## src/rtl/label_overlap_histogram_top_assert.svh

```systemverilog
// ----------------------------------------------------------------------------
// Label overlap histogram assertion macros
// Short forms for clocked implication checks, reset masked.
// ----------------------------------------------------------------------------
`ifndef LABEL_OVERLAP_HISTOGRAM_TOP_ASSERT_SVH
`define LABEL_OVERLAP_HISTOGRAM_TOP_ASSERT_SVH

// Same-cycle implication.
`define LOH_ASSERT_NOW(lbl, ante, cons, msg) \
   lbl: assert property (@(posedge clock) disable iff (reset) (ante) |-> (cons)) \
      else $error(msg);

// Next-cycle implication.
`define LOH_ASSERT_NEXT(lbl, ante, cons, msg) \
   lbl: assert property (@(posedge clock) disable iff (reset) (ante) |=> (cons)) \
      else $error(msg);

`endif

```

## src/rtl/loh_pkg.sv

```systemverilog
`timescale 1ns / 1ps
// ----------------------------------------------------------------------------
// Label overlap histogram package
// Shared widths, codes, control structs and helper functions.
// ----------------------------------------------------------------------------
package loh_pkg;

   localparam int LABEL_W     = 8;
   localparam int LABEL_COUNT = 2 ** LABEL_W;
   localparam int COUNT_W     = 32;
   localparam int PCT_W       = 14;
   localparam int PCT_FULL    = 10000;
   localparam int PROD_W      = COUNT_W + PCT_W;
   localparam int CSR_ADDR_W  = 4;
   localparam int CSR_DATA_W  = 32;

   typedef logic [LABEL_W-1:0] label_type;
   typedef logic [COUNT_W-1:0] count_type;
   typedef logic [PROD_W-1:0]  prod_type;
   typedef logic [PCT_W-1:0]   pct_type;

   typedef enum logic [1:0] {
      ACT_CLEAR = 2'd0,
      ACT_VOXEL = 2'd1,
      ACT_LABEL = 2'd2,
      ACT_TOTAL = 2'd3
   } action_type;

   typedef enum logic [1:0] {
      STS_OK      = 2'd0,
      STS_MISSING = 2'd1,
      STS_CLEARED = 2'd2
   } status_type;

   typedef logic [1:0] reg_index_type;
   localparam reg_index_type REG_MULTI_MODE = 2'd0;
   localparam reg_index_type REG_REF_SEL    = 2'd1;
   localparam reg_index_type REG_IN_SEL     = 2'd2;

   typedef enum logic [3:0] {
      ST_IDLE,
      ST_READ,
      ST_SWEEP,
      ST_SWEEP_END,
      ST_CHECK,
      ST_DIV_REF_GO,
      ST_DIV_REF_WAIT,
      ST_DIV_IN_GO,
      ST_DIV_IN_WAIT
   } state_type;

   typedef struct packed {
      logic      upd;
      label_type upd_ref;
      label_type upd_in;
      logic      upd_hit;
      logic      clear;
      label_type rd_ref;
      label_type rd_in;
   } hist_cmd_type;

   typedef struct packed {
      count_type ref_cnt;
      count_type ovl_cnt;
      count_type in_cnt;
   } hist_data_type;

   function automatic count_type sat_inc(input count_type v);
      return (v == '1) ? v : v + count_type'(1);
   endfunction

   function automatic count_type sat_add(input count_type a, input count_type b);
      logic [COUNT_W:0] s;
      s = {1'b0, a} + {1'b0, b};
      return s[COUNT_W] ? '1 : s[COUNT_W-1:0];
   endfunction

   function automatic pct_type pct_clamp(input prod_type q);
      return (q > prod_type'(PCT_FULL)) ? pct_type'(PCT_FULL) : q[PCT_W-1:0];
   endfunction

endpackage

```

## src/rtl/loh_div.sv

```systemverilog
`timescale 1ns / 1ps
// ----------------------------------------------------------------------------
// Label overlap histogram divider
// Restoring divider, one quotient bit per cycle.
// ----------------------------------------------------------------------------
module loh_div (
   input  logic              clock,
   input  logic              reset,
   input  logic              start,
   input  loh_pkg::prod_type dividend,
   input  loh_pkg::count_type divisor,
   output logic              done,
   output loh_pkg::prod_type quotient
);
   import loh_pkg::*;

   localparam int CNT_W = $clog2(PROD_W + 1);

   count_type          rem_ff, rem_in;
   prod_type           quo_ff, quo_in;
   count_type          dsr_ff;
   logic [CNT_W-1:0]   cnt_ff;
   logic               busy_ff;
   logic               done_ff;
   logic [COUNT_W:0]   trial;
   logic [COUNT_W+1:0] diff;
   logic               ge;

   always_comb begin
      trial  = {rem_ff, quo_ff[PROD_W-1]};
      diff   = {1'b0, trial} - {2'b00, dsr_ff};
      ge     = !diff[COUNT_W+1];
      rem_in = ge ? diff[COUNT_W-1:0] : trial[COUNT_W-1:0];
      quo_in = {quo_ff[PROD_W-2:0], ge};
   end

   always_ff @(posedge clock) begin
      if (reset) begin
         busy_ff <= 1'b0;
         done_ff <= 1'b0;
      end else begin
         done_ff <= 1'b0;
         if (start) begin
            busy_ff <= 1'b1;
         end else if (busy_ff && cnt_ff == CNT_W'(1)) begin
            busy_ff <= 1'b0;
            done_ff <= 1'b1;
         end
      end
   end

   always_ff @(posedge clock) begin
      if (start) begin
         rem_ff <= '0;
         quo_ff <= dividend;
         dsr_ff <= divisor;
         cnt_ff <= CNT_W'(PROD_W);
      end else if (busy_ff) begin
         rem_ff <= rem_in;
         quo_ff <= quo_in;
         cnt_ff <= cnt_ff - CNT_W'(1);
      end
   end

   assign done     = done_ff;
   assign quotient = quo_ff;

endmodule

```

## config.mk

```make
export PLATFORM = sky130hd
export DESIGN_NAME = loh_div
export DESIGN_NICKNAME = d
export VERILOG_FILES = /design/src/rtl/label_overlap_histogram_top_assert.svh /design/src/rtl/loh_pkg.sv /design/src/rtl/loh_div.sv
export SDC_FILE = /design/constraint.sdc
export NUM_CORES = 1
export LEC_CHECK = 0
export BUFFER_PORTS_ARGS = -buffer_cell sky130_fd_sc_hd__buf_2
export CORE_UTILIZATION = 43
export CTS_CLUSTER_DIAMETER = 30
export DETAILED_ROUTE_END_ITERATION = 8
export GPL_TIMING_DRIVEN = 0
export PLACE_DENSITY = 0.65
export SYNTH_ARGS = -nofsm -noshare
export SYNTH_HDL_FRONTEND = slang
export SYNTH_SLANG_ARGS = --single-unit
```

## constraint.sdc

```tcl
create_clock -name clock -period 4.3 [get_ports clock]
set_input_delay 0.215 -clock clock [delete_from_list [all_inputs] [get_ports clock]]
set_output_delay 0.215 -clock clock [all_outputs]
set_load 0.01 [all_outputs]
```

==> results of run 1 <==
## flip-flops by register name, indices dropped and copies added, names as in the netlist
| name | cells |
|---|---|
| quotient | 46 |
| done | 1 |
| cnt_ff | 6 |
| busy_ff | 1 |
| dsr_ff | 32 |
| rem_ff | 32 |
## cell type report
cell class | instances | area share (%)
clock buffer | 17 | 5.09
timing repair buffer | 160 | 11.6
sequential | 118 | 37.6
inverter | 45 | 2.02
clock inverter | 14 | 1.81
multi-input combinational | 403 | 36.9
buffer | 31 | 2.19
tap | 184 | 2.76
## power by group
part,switching (mW),internal [mW]
clock network,0.546,0.854
logic,0.354,0.296
registers,0.0515,1.32
## cells in the mapped netlist (all sizes together), types with 5 or more instances
| cell type | instances | area (µm²) |
|---|---|---|
| a211oi | 23 | 173 |
| a21o | 13 | 97.6 |
| a21oi | 38 | 205 |
| a31oi | 6 | 58.8 |
| a32oi | 6 | 52.6 |
| buf | 15 | 121 |
| clkbuf | 16 | 61.3 |
| dfxtp | 40 | 801 |
| edfxtp | 78 | 2340 |
| ha | 34 | 425 |
| inv | 45 | 169 |
| mux2 | 45 | 507 |
| mux2i | 24 | 240 |
| nand2 | 28 | 115 |
| nand2b | 7 | 43.8 |
| nand3 | 8 | 40.0 |
| nand4 | 6 | 37.5 |
| nor2 | 53 | 199 |
| nor3 | 6 | 30.0 |
| o211ai | 6 | 63.8 |
| o21ai | 26 | 134 |
| o31ai | 5 | 47.5 |
| xnor2 | 16 | 140 |
| xor2 | 13 | 114 |
## layer usage
metal	vias up	GRT usage, %	wire length [µm]
met5	-	0	0
met4	0	7.68	229
met3	22	5.23	826
met2	162	34.1	7330
met1	2475	25.1	6770
li1	2560	-	-
## through the flow
stage / hold slack (ns) / cell area, µm² / power, mW
global route: 0.0885 / 8350 / 3.57
detailed placement: 0.393 / 7440 / 2.02
finish: 0.0982 / 8350 / 3.42
floorplan: 0.287 / 6580 / 1.83
global placement: 0.391 / 7440 / 2.00
CTS: 0.0828 / 8350 / 3.45
## kinds of logic after synthesis
group	count (synthesis)
flops	118
compound gates	145
xor+xnor	29
mux	69
buf+inv	76
fa+ha+maj	35
simple gates	125
## critical path: stages (launching register included)
cell and delay, ns:
edfxtp_1 0.38, inv_1 0.10, ha_1 0.17, inv_1 0.05, fa_1 0.42, a211oi_1 0.38, o211ai_1 0.18, a2111oi_0 0.79
nor4_1 0.19, o211ai_1 0.23, a31oi_1 0.14, xnor2_1 0.15, o21ai_0 0.08
## how the worst max path moves through the flow
stage,to,start,depth (start not counted),slack [ns]
2_1_floorplan,rem_ff[18]$_SDFFE_PP0P_,quotient[45]$_DFFE_PP_,12,1.49
3_3_place_gp,rem_ff[22]$_SDFFE_PP0P_,quotient[45]$_DFFE_PP_,12,1.01
3_5_place_dp,rem_ff[22]$_SDFFE_PP0P_,quotient[45]$_DFFE_PP_,12,0.97
4_1_cts,rem_ff[22]$_SDFFE_PP0P_,quotient[45]$_DFFE_PP_,12,0.98
5_1_grt,rem_ff[22]$_SDFFE_PP0P_,quotient[45]$_DFFE_PP_,12,0.64
6_report,rem_ff[22]$_SDFFE_PP0P_,quotient[45]$_DFFE_PP_,12,0.90
## placed cells by master, fill, tap and decap left out, types with 3 or more instances in the layout
| cell type | netlist | routed |
|---|---|---|
| clkbuf_1 | 15 | 15 |
| mux2_2 | 45 | 45 |
| or3_1 | 4 | 4 |
| buf_1 | 3 | 3 |
| o21ai_0 | 23 | 23 |
| nor2_1 | 53 | 53 |
| o211ai_1 | 4 | 4 |
| buf_4 | 3 | 3 |
| a21o_1 | 13 | 13 |
| clkbuf_16 | 0 | 17 |
| a32oi_1 | 6 | 6 |
| a211oi_1 | 23 | 23 |
| mux2i_1 | 24 | 24 |
| xnor2_1 | 16 | 16 |
| nand3_1 | 8 | 8 |
| o21bai_1 | 4 | 4 |
| dlygate4sd3_1 | 0 | 33 |
| ha_1 | 34 | 34 |
| dfxtp_1 | 40 | 40 |
| buf_2 | 5 | 132 |
| and3_1 | 3 | 3 |
| o31ai_1 | 3 | 3 |
| edfxtp_1 | 78 | 78 |
| nand2b_1 | 7 | 7 |
| a31oi_1 | 4 | 4 |
| nor3_1 | 6 | 6 |
| inv_1 | 45 | 44 |
| a21oi_1 | 36 | 36 |
| inv_6 | 0 | 4 |
| xor2_1 | 13 | 13 |
| nand4_1 | 6 | 6 |
| nand2_1 | 26 | 26 |
| clkinvlp_4 | 0 | 4 |
## what timing repair did
action / in CTS / in global routing
gates resized for setup: 0 / 0
hold buffers: 33 / 0
hold endpoints to repair: 34 / 0
==> flow_summary.toml, run 1 <==
[critical_path]
reg2reg_from = "quotient[45]$_DFFE_PP_"
path_max_fanout = 3
r2r_setup_slack_ns = 0.90
cp.required_ns = 4.59
crit_path_start_kind = "register"
end_kind = "register"
regToRegEndpoint = "rem_ff[22]$_SDFFE_PP0P_"
worstSetupPathType = "reg -> reg"
crit_arrival_ns = 3.68
r2r_cells = 12

[die]
core_um2 = 14800
rows = 44
die_x_um = 126
ioPinCount = 128
start_util_pct = 44.6
die_h_um = 126
die_area_um2 = 15800

[detailed_routing]
vias_per_cell = 5.37
firstDrtPassIters = 6
drc_errors = 3
drtAntennaViolNets = 0
first_iter_violations = 273
wl_per_cell_um = 15.6
finalWirelength_um = 15200
num_vias = 5219

[synth]
synth_top_family_by_area = "compound AO/OA/AOI/OAI gates"
synth-edff-count = 78
synth_xor_area_share_pct = 3.86
synth_mux_area_share_pct = 11.4
syn-num-nets = 713
ys_types = 65
syn-mean-instance-area_um2 = 11.0
syn_area_um2 = 6580
synth-simple-area-share_pct = 8.90
synth_compound_area_share_pct = 16.0
synth-async-reset-ratio_pct = 0
yosys_register_bits = 118
synthAdderAreaFrac_pct = 6.77
syn_inst = 597
ys.flop_type = "edfxtp_1"
yosys_warnings = 0
yosysSeqAreaShare_pct = 47.8

[job]
maxCapViolCount = 0

[layout]
nets = 892
num-fill-cells = 1269
fin_cells = 972
layout-drive-gt1-share_pct = 29.2
diodes = 0
seq_area_um2 = 3140
final_util_pct = 56.6
area_growth_syn_to_layout_pct = 26.9
multi_input_area_um2 = 3080

[sta]
layout_worst_path_cycle_share_pct = 79.0
min_period_ns = 3.40
worst_pin_slew_ns = 0.952
skew_ns = 0.00783
slew_headroom_pct = 36.5
layout_setup_ws_ns = 0.903
hold_violations = 0
finalSetupViolations = 0
rsz0062_at_grt = "no"
fmax_mhz = 294
fin_tns_setup_ns = 0
slew_violations = 0

[hold_path]
holdCritPathClass = "in -> reg"
min_to = "quotient[21]$_DFFE_PP_"
hp-start = "dividend[21]"
hold_depth = 2

[place]
gp_congestion = 0.892
placed_cells = 908
io_buffers = 127
dp_hpwl_um = 10800
place_ws_ns = 0.972

[clock_network]
numCtsBuffers = 17
clkTransAtPathRegs_ns = 0.06
cts_sinks = 118
ctsRootBufferMaster = "clkbuf_16"
cts_tree = "done"
cts_buffer_depth = 2
h-tree-depth = 4
clock_latency_ns = 0.41
cts_setup_buffers = 0

[status]
failed_checks = "DRC"
outcome = "finished with violations"

[global_routing]
grt_pass1_wl_um = 25500
track_usage_pct = 20.3
overflow = 0
antenna_found_initial = 0
grt_pass1_vias = 5368
grt_start_max_net_pins = 47

[power_and_ir_drop]
ir_worst_vdd_mv = 0.316
p_per_area_nw_per_um2 = 410
leakage_nw = 3.69
Note: power is estimated with default switching activity, not from simulation.
==> inputs of run 2 (changes only) <==
==> constraint.sdc (replaced) <==
create_clock -name clock -period 3.2 [get_ports clock]
set_input_delay 0.16 -clock clock [delete_from_list [all_inputs] [get_ports clock]]
set_output_delay 0.16 -clock clock [all_outputs]
set_load 0.01 [all_outputs]
==> flow_summary.toml, run 2 (same netlist as run 1, synthesis figures left out) <==
[status]
outcome = "finished with violations"
failed_checks = "DRC"

[global_routing]
grt_start_max_net_pins = 47
grt_pass1_wl_um = 25500
antenna_found_initial = 0
grt_pass1_vias = 5366
track_usage_pct = 20.3
overflow = 0

[die]
ioPinCount = 128
die_h_um = 126
die_x_um = 126
start_util_pct = 44.6
die_area_um2 = 15800
core_um2 = 14800
rows = 44

[power_and_ir_drop]
swShare_pct = 27.9
p_per_area_nw_per_um2 = 550
clock_power_share_pct = 40.9
power.share.sequential_pct = 40.0
leakage_nw = 3.70
combPwrFrac_pct = 19.1
p_total_mw = 4.61
p_switching_mw = 1.29
p_int_mw = 3.32
ir_worst_vdd_mv = 0.425

[place]
dp_hpwl_um = 10800
gp_congestion = 0.892
place_ws_ns = -0.128
io_buffers = 127

[detailed_routing]
num_vias = 5226
drtAntennaViolNets = 0
drc_errors = 3
firstDrtPassIters = 7
finalWirelength_um = 15300
wl_per_cell_um = 15.7
first_iter_violations = 247
vias_per_cell = 5.38

[sta]
slew_headroom_pct = 35.9
layout_worst_path_cycle_share_pct = 93.0
layout_setup_ws_ns = 0.225
worst_pin_slew_ns = 0.960
skew_ns = 0.00898
fmax_mhz = 336
rsz0062_at_grt = "no"
slew_violations = 0
min_period_ns = 2.98
hold_violations = 0
finalSetupViolations = 0
fin_tns_setup_ns = 0

[clock_network]
h-tree-depth = 4
cts_buffer_depth = 2
cts_setup_buffers = 0
ctsRootBufferMaster = "clkbuf_16"
clkTransAtPathRegs_ns = 0.06
clock_latency_ns = 0.42
numCtsBuffers = 17
cts_tree = "done"
cts_sinks = 118

[critical_path]
crit_top_cell = "inv_1"
cp.required_ns = 3.53
path_max_fanout = 6
crit_arrival_ns = 3.31
crit_chain = "inv_1, ha_1, inv_1, fa_1, a211oi_2, nor2_1, o211ai_2, a41oi_2, o31ai_4, o21ai_1, and4b_1, nor3_1"
crit_slowest_cell = "fa_1"
crit_path_start_kind = "register"
r2r_cells = 12
end_kind = "register"
slowest_delay_ns = 0.43
worstSetupPathType = "reg -> reg"

[layout]
final_common_cell = "buf_2"
area_growth_syn_to_layout_pct = 27.5
largest_register_ffs = 46
layout-drive-gt1-share_pct = 29.7
diodes = 0
final_cell_mix = "buf_2 (132), edfxtp_1 (78), nor2_1 (53)"
nets = 892

[hold_path]
hold_depth = 2
holdCritPathClass = "in -> reg"

[job]
maxCapViolCount = 0
==> run 2: cell counts in the layout (fill, tap and decap cells not counted) <==
No cell type changed its count.
==> run 2: path summary, 6_finish.rpt <==
check | slack, ns | from | endpoint
worst max-delay path | 0.22 | quotient[45]$_DFFE_PP_ | rem_ff[30]$_SDFFE_PP0P_
worst min-delay path | 0.04 | dividend[21] | quotient[21]$_DFFE_PP_
worst max register to register | 0.22 | quotient[45]$_DFFE_PP_ | rem_ff[30]$_SDFFE_PP0P_
worst min register to register | 0.50 | rem_ff[12]$_SDFFE_PP0P_ | rem_ff[12]$_SDFFE_PP0P_
==> run 2: routing by layer <==
layer  global-route usage, %  wire [µm]  share of wire (%)
met1                    25.1       6810                 45
met2                    34.1       7360                 48
met3                    5.23        828                5.4
met4                    7.68        251                1.6
met5                       0          0                  0
==> run 2: area by class of cell <==
cell class | instances | area [µm²]
Sequential cell | 118 | 3140
Multi-Input combinational cell | 403 | 3120
Timing Repair Buffer | 160 | 966
Clock inverter | 14 | 151
Inverter | 45 | 169
Tap cell | 184 | 230
Fill cell | 1267 | 6370
Buffer | 31 | 183
Clock buffer | 17 | 425
==> run 2: timing repair <==
item,in CTS,in global routing
endpoints found under the setup margin,4,7
hold buffers,33,0
pin swaps,0,4
hold endpoints to repair,34,0
resized for setup,2,4
==> run 2: through the flow <==
step | instance area (µm²) | utilization (%) | hold WS [ns] | std cells
after global routing | 8390 | 56.8 | 0.0335 | 972
final | 8390 | 56.8 | 0.0374 | 972
after global placement | 7440 | 50.5 | 0.336 | 908
after detailed placement | 7440 | 50.5 | 0.338 | 908
after floorplan | 6580 | - | 0.232 | 597
after CTS | 8360 | 56.7 | 0.0278 | 972
==> run 2: worst max-delay path, delay by kind of cell (launching register included) <==
| family | cells | cell delay, ns |
|---|---|---|
| compound gates | 5 | 1.26 |
| fa+ha+maj | 2 | 0.60 |
| buf+inv | 2 | 0.15 |
| simple gates | 3 | 0.50 |
| flops | 1 | 0.38 |
==> run 2: power groups by stage <==
stage / Clock (mW) / Sequential (mW) / Combinational, mW
after floorplan: 0 / 1.89 / 0.565
after global placement: 0 / 1.87 / 0.815
after detailed placement: 0 / 1.87 / 0.837
after CTS: 1.91 / 1.84 / 0.875
after global routing: 1.97 / 1.86 / 0.973
final: 1.89 / 1.84 / 0.882
==> inputs of run 3 (changes only) <==
--- a/config.mk
+++ b/config.mk
@@ -6,11 +6,13 @@
 export NUM_CORES = 1
 export LEC_CHECK = 0
 export BUFFER_PORTS_ARGS = -buffer_cell sky130_fd_sc_hd__buf_2
+export CAP_MARGIN = 5
 export CORE_UTILIZATION = 43
 export CTS_CLUSTER_DIAMETER = 30
 export DETAILED_ROUTE_END_ITERATION = 8
 export GPL_TIMING_DRIVEN = 0
 export PLACE_DENSITY = 0.65
+export SETUP_SLACK_MARGIN = 0.3
 export SYNTH_ARGS = -nofsm -noshare
 export SYNTH_HDL_FRONTEND = slang
 export SYNTH_SLANG_ARGS = --single-unit
==> flow_summary.toml, run 3 (same netlist as run 1, synthesis figures left out) <==
[layout]
num-fill-cells = 1256
final_util_pct = 57.4
fin_cells = 976
area_growth_syn_to_layout_pct = 28.8
final_cell_mix = "buf_2 (132), edfxtp_1 (78), nor2_1 (52)"
largest_register_ffs = 46
layout-drive-gt1-share_pct = 31.1
multi_input_area_um2 = 3170
diodes = 0
nets = 896
final_common_cell = "buf_2"
seq_area_um2 = 3140

[clock_network]
cts_sinks = 118
h-tree-depth = 4
cts_tree = "done"
numCtsBuffers = 17
ctsRootBufferMaster = "clkbuf_16"
cts_buffer_depth = 2
clkTransAtPathRegs_ns = 0.06
clock_latency_ns = 0.42

[sta]
worst_pin_slew_ns = 0.960
fmax_mhz = 360
fin_tns_setup_ns = 0
timing.hold.ws_ns = 0.0393
slew_violations = 0
skew_ns = 0.00776
slew_headroom_pct = 35.9
layout_worst_path_cycle_share_pct = 86.8
finalSetupViolations = 0
hold_violations = 0
min_period_ns = 2.78
rsz0062_at_grt = "yes"

[critical_path]
r2r_setup_slack_ns = 0.42
crit_arrival_ns = 3.07
reg2reg_from = "quotient[45]$_DFFE_PP_"
cpLargestDelayFamily = "compound AO/OA/AOI/OAI gates"
path_buf_inv = 2
worstSetupPathType = "reg -> reg"
startpoint = "quotient[45]$_DFFE_PP_"
crit_slowest_cell = "a2111oi_4"
cp.required_ns = 3.50
crit_chain = "inv_2, ha_4, inv_2, fa_2, a211oi_4, o211ai_1, a2111oi_4, nor4_2, o211ai_1, a31oi_1, xnor2_1, o21ai_1"
end_kind = "register"
crit_path_start_kind = "register"
slowest_delay_ns = 0.43
path_max_fanout = 3

[hold_path]
holdCritPathClass = "in -> reg"
hp-start = "dividend[21]"

[place]
gp_congestion = 0.892
placed_cells = 908
dp_hpwl_um = 10800
io_buffers = 127

[detailed_routing]
vias_per_cell = 5.38
finalWirelength_um = 15400
drtAntennaViolNets = 0
first_iter_violations = 226
wl_per_cell_um = 15.7
firstDrtPassIters = 7
num_vias = 5254
drc_errors = 3

[status]
outcome = "finished with violations"
failed_checks = "DRC"

[global_routing]
antenna_found_initial = 0
track_usage_pct = 20.4
grt_start_max_net_pins = 47
grt_pass1_wl_um = 25500
overflow = 0
grt_pass1_vias = 5379

[die]
die_area_um2 = 15800
die_h_um = 126
start_util_pct = 44.6
die_x_um = 126
rows = 44
core_um2 = 14800
ioPinCount = 128

[power_and_ir_drop]
ir_worst_vdd_mv = 0.425
p_per_area_nw_per_um2 = 547
leakage_nw = 3.72
p_total_mw = 4.64

[job]
maxCapViolCount = 0
[run 3: cell types whose count changed in the layout (fill, tap and decap cells not counted), moves of 2 or more]
| cell | change |
|---|---|
| inv_2 | +2 |
| o21ai_0 | -3 |
| o21ai_1 | +2 |
| buf_4 | +3 |
| inv_1 | -2 |
[run 3: cell type report]
cell class              instances  share of cell area (%)
inverters                      45                    1.99
clock inverters                14                    1.79
multi-input cells             403                    37.4
plain buffers                  31                    2.20
well taps                     184                    2.72
clock buffers                  17                    5.02
flip-flops and latches        118                    37.1
repair buffers                164                    11.8
[run 3: final timing paths]
path | depth (start not counted) | end
worst max-delay path | 12 | rem_ff[22]$_SDFFE_PP0P_
worst min-delay path | 2 | quotient[21]$_DFFE_PP_
worst max register to register | 12 | rem_ff[22]$_SDFFE_PP0P_
worst min register to register | 2 | rem_ff[28]$_SDFFE_PP0P_
[run 3: power by group]
part | total [mW] | internal [mW] | switching, mW
clock | 1.88 | 1.15 | 0.735
combinational | 0.908 | 0.416 | 0.492
sequential | 1.85 | 1.78 | 0.0699
[run 3: worst reg2reg max path: cells and delay by family (launching register included)]
kind | cells | cell delay, ns
buf+inv | 2 | 0.13
flops | 1 | 0.40
compound gates | 6 | 1.34
xor+xnor | 1 | 0.18
fa+ha+maj | 2 | 0.52
simple gates | 1 | 0.09
[run 3: repair_timing]
| item | 4_1_cts | 5_1_grt |
|---|---|---|
| resized for setup | 6 | 16 |
| setup endpoints to repair | 7 | 8 |
| setup buffers | 2 | 2 |
| hold endpoints to repair | 34 | 0 |
| hold buffers | 33 | 0 |
| pin swaps | 3 | 15 |
[run 3: routing by layer]
layer  share of wire [%]  wire length (µm)  GRT usage (%)
met1                  44              6800           25.2
met2                  49              7460           34.1
met3                 5.8               894           5.23
met4                 1.3               204           7.75
met5                   0                 0              0
[run 3: stage by stage]
step	area (µm²)	worst slack, ns
detailed placement	7440	-0.128
global route	8470	0.215
finish	8470	0.421
global placement	7440	-0.0949
floorplan	6580	0.390
CTS	8400	0.346
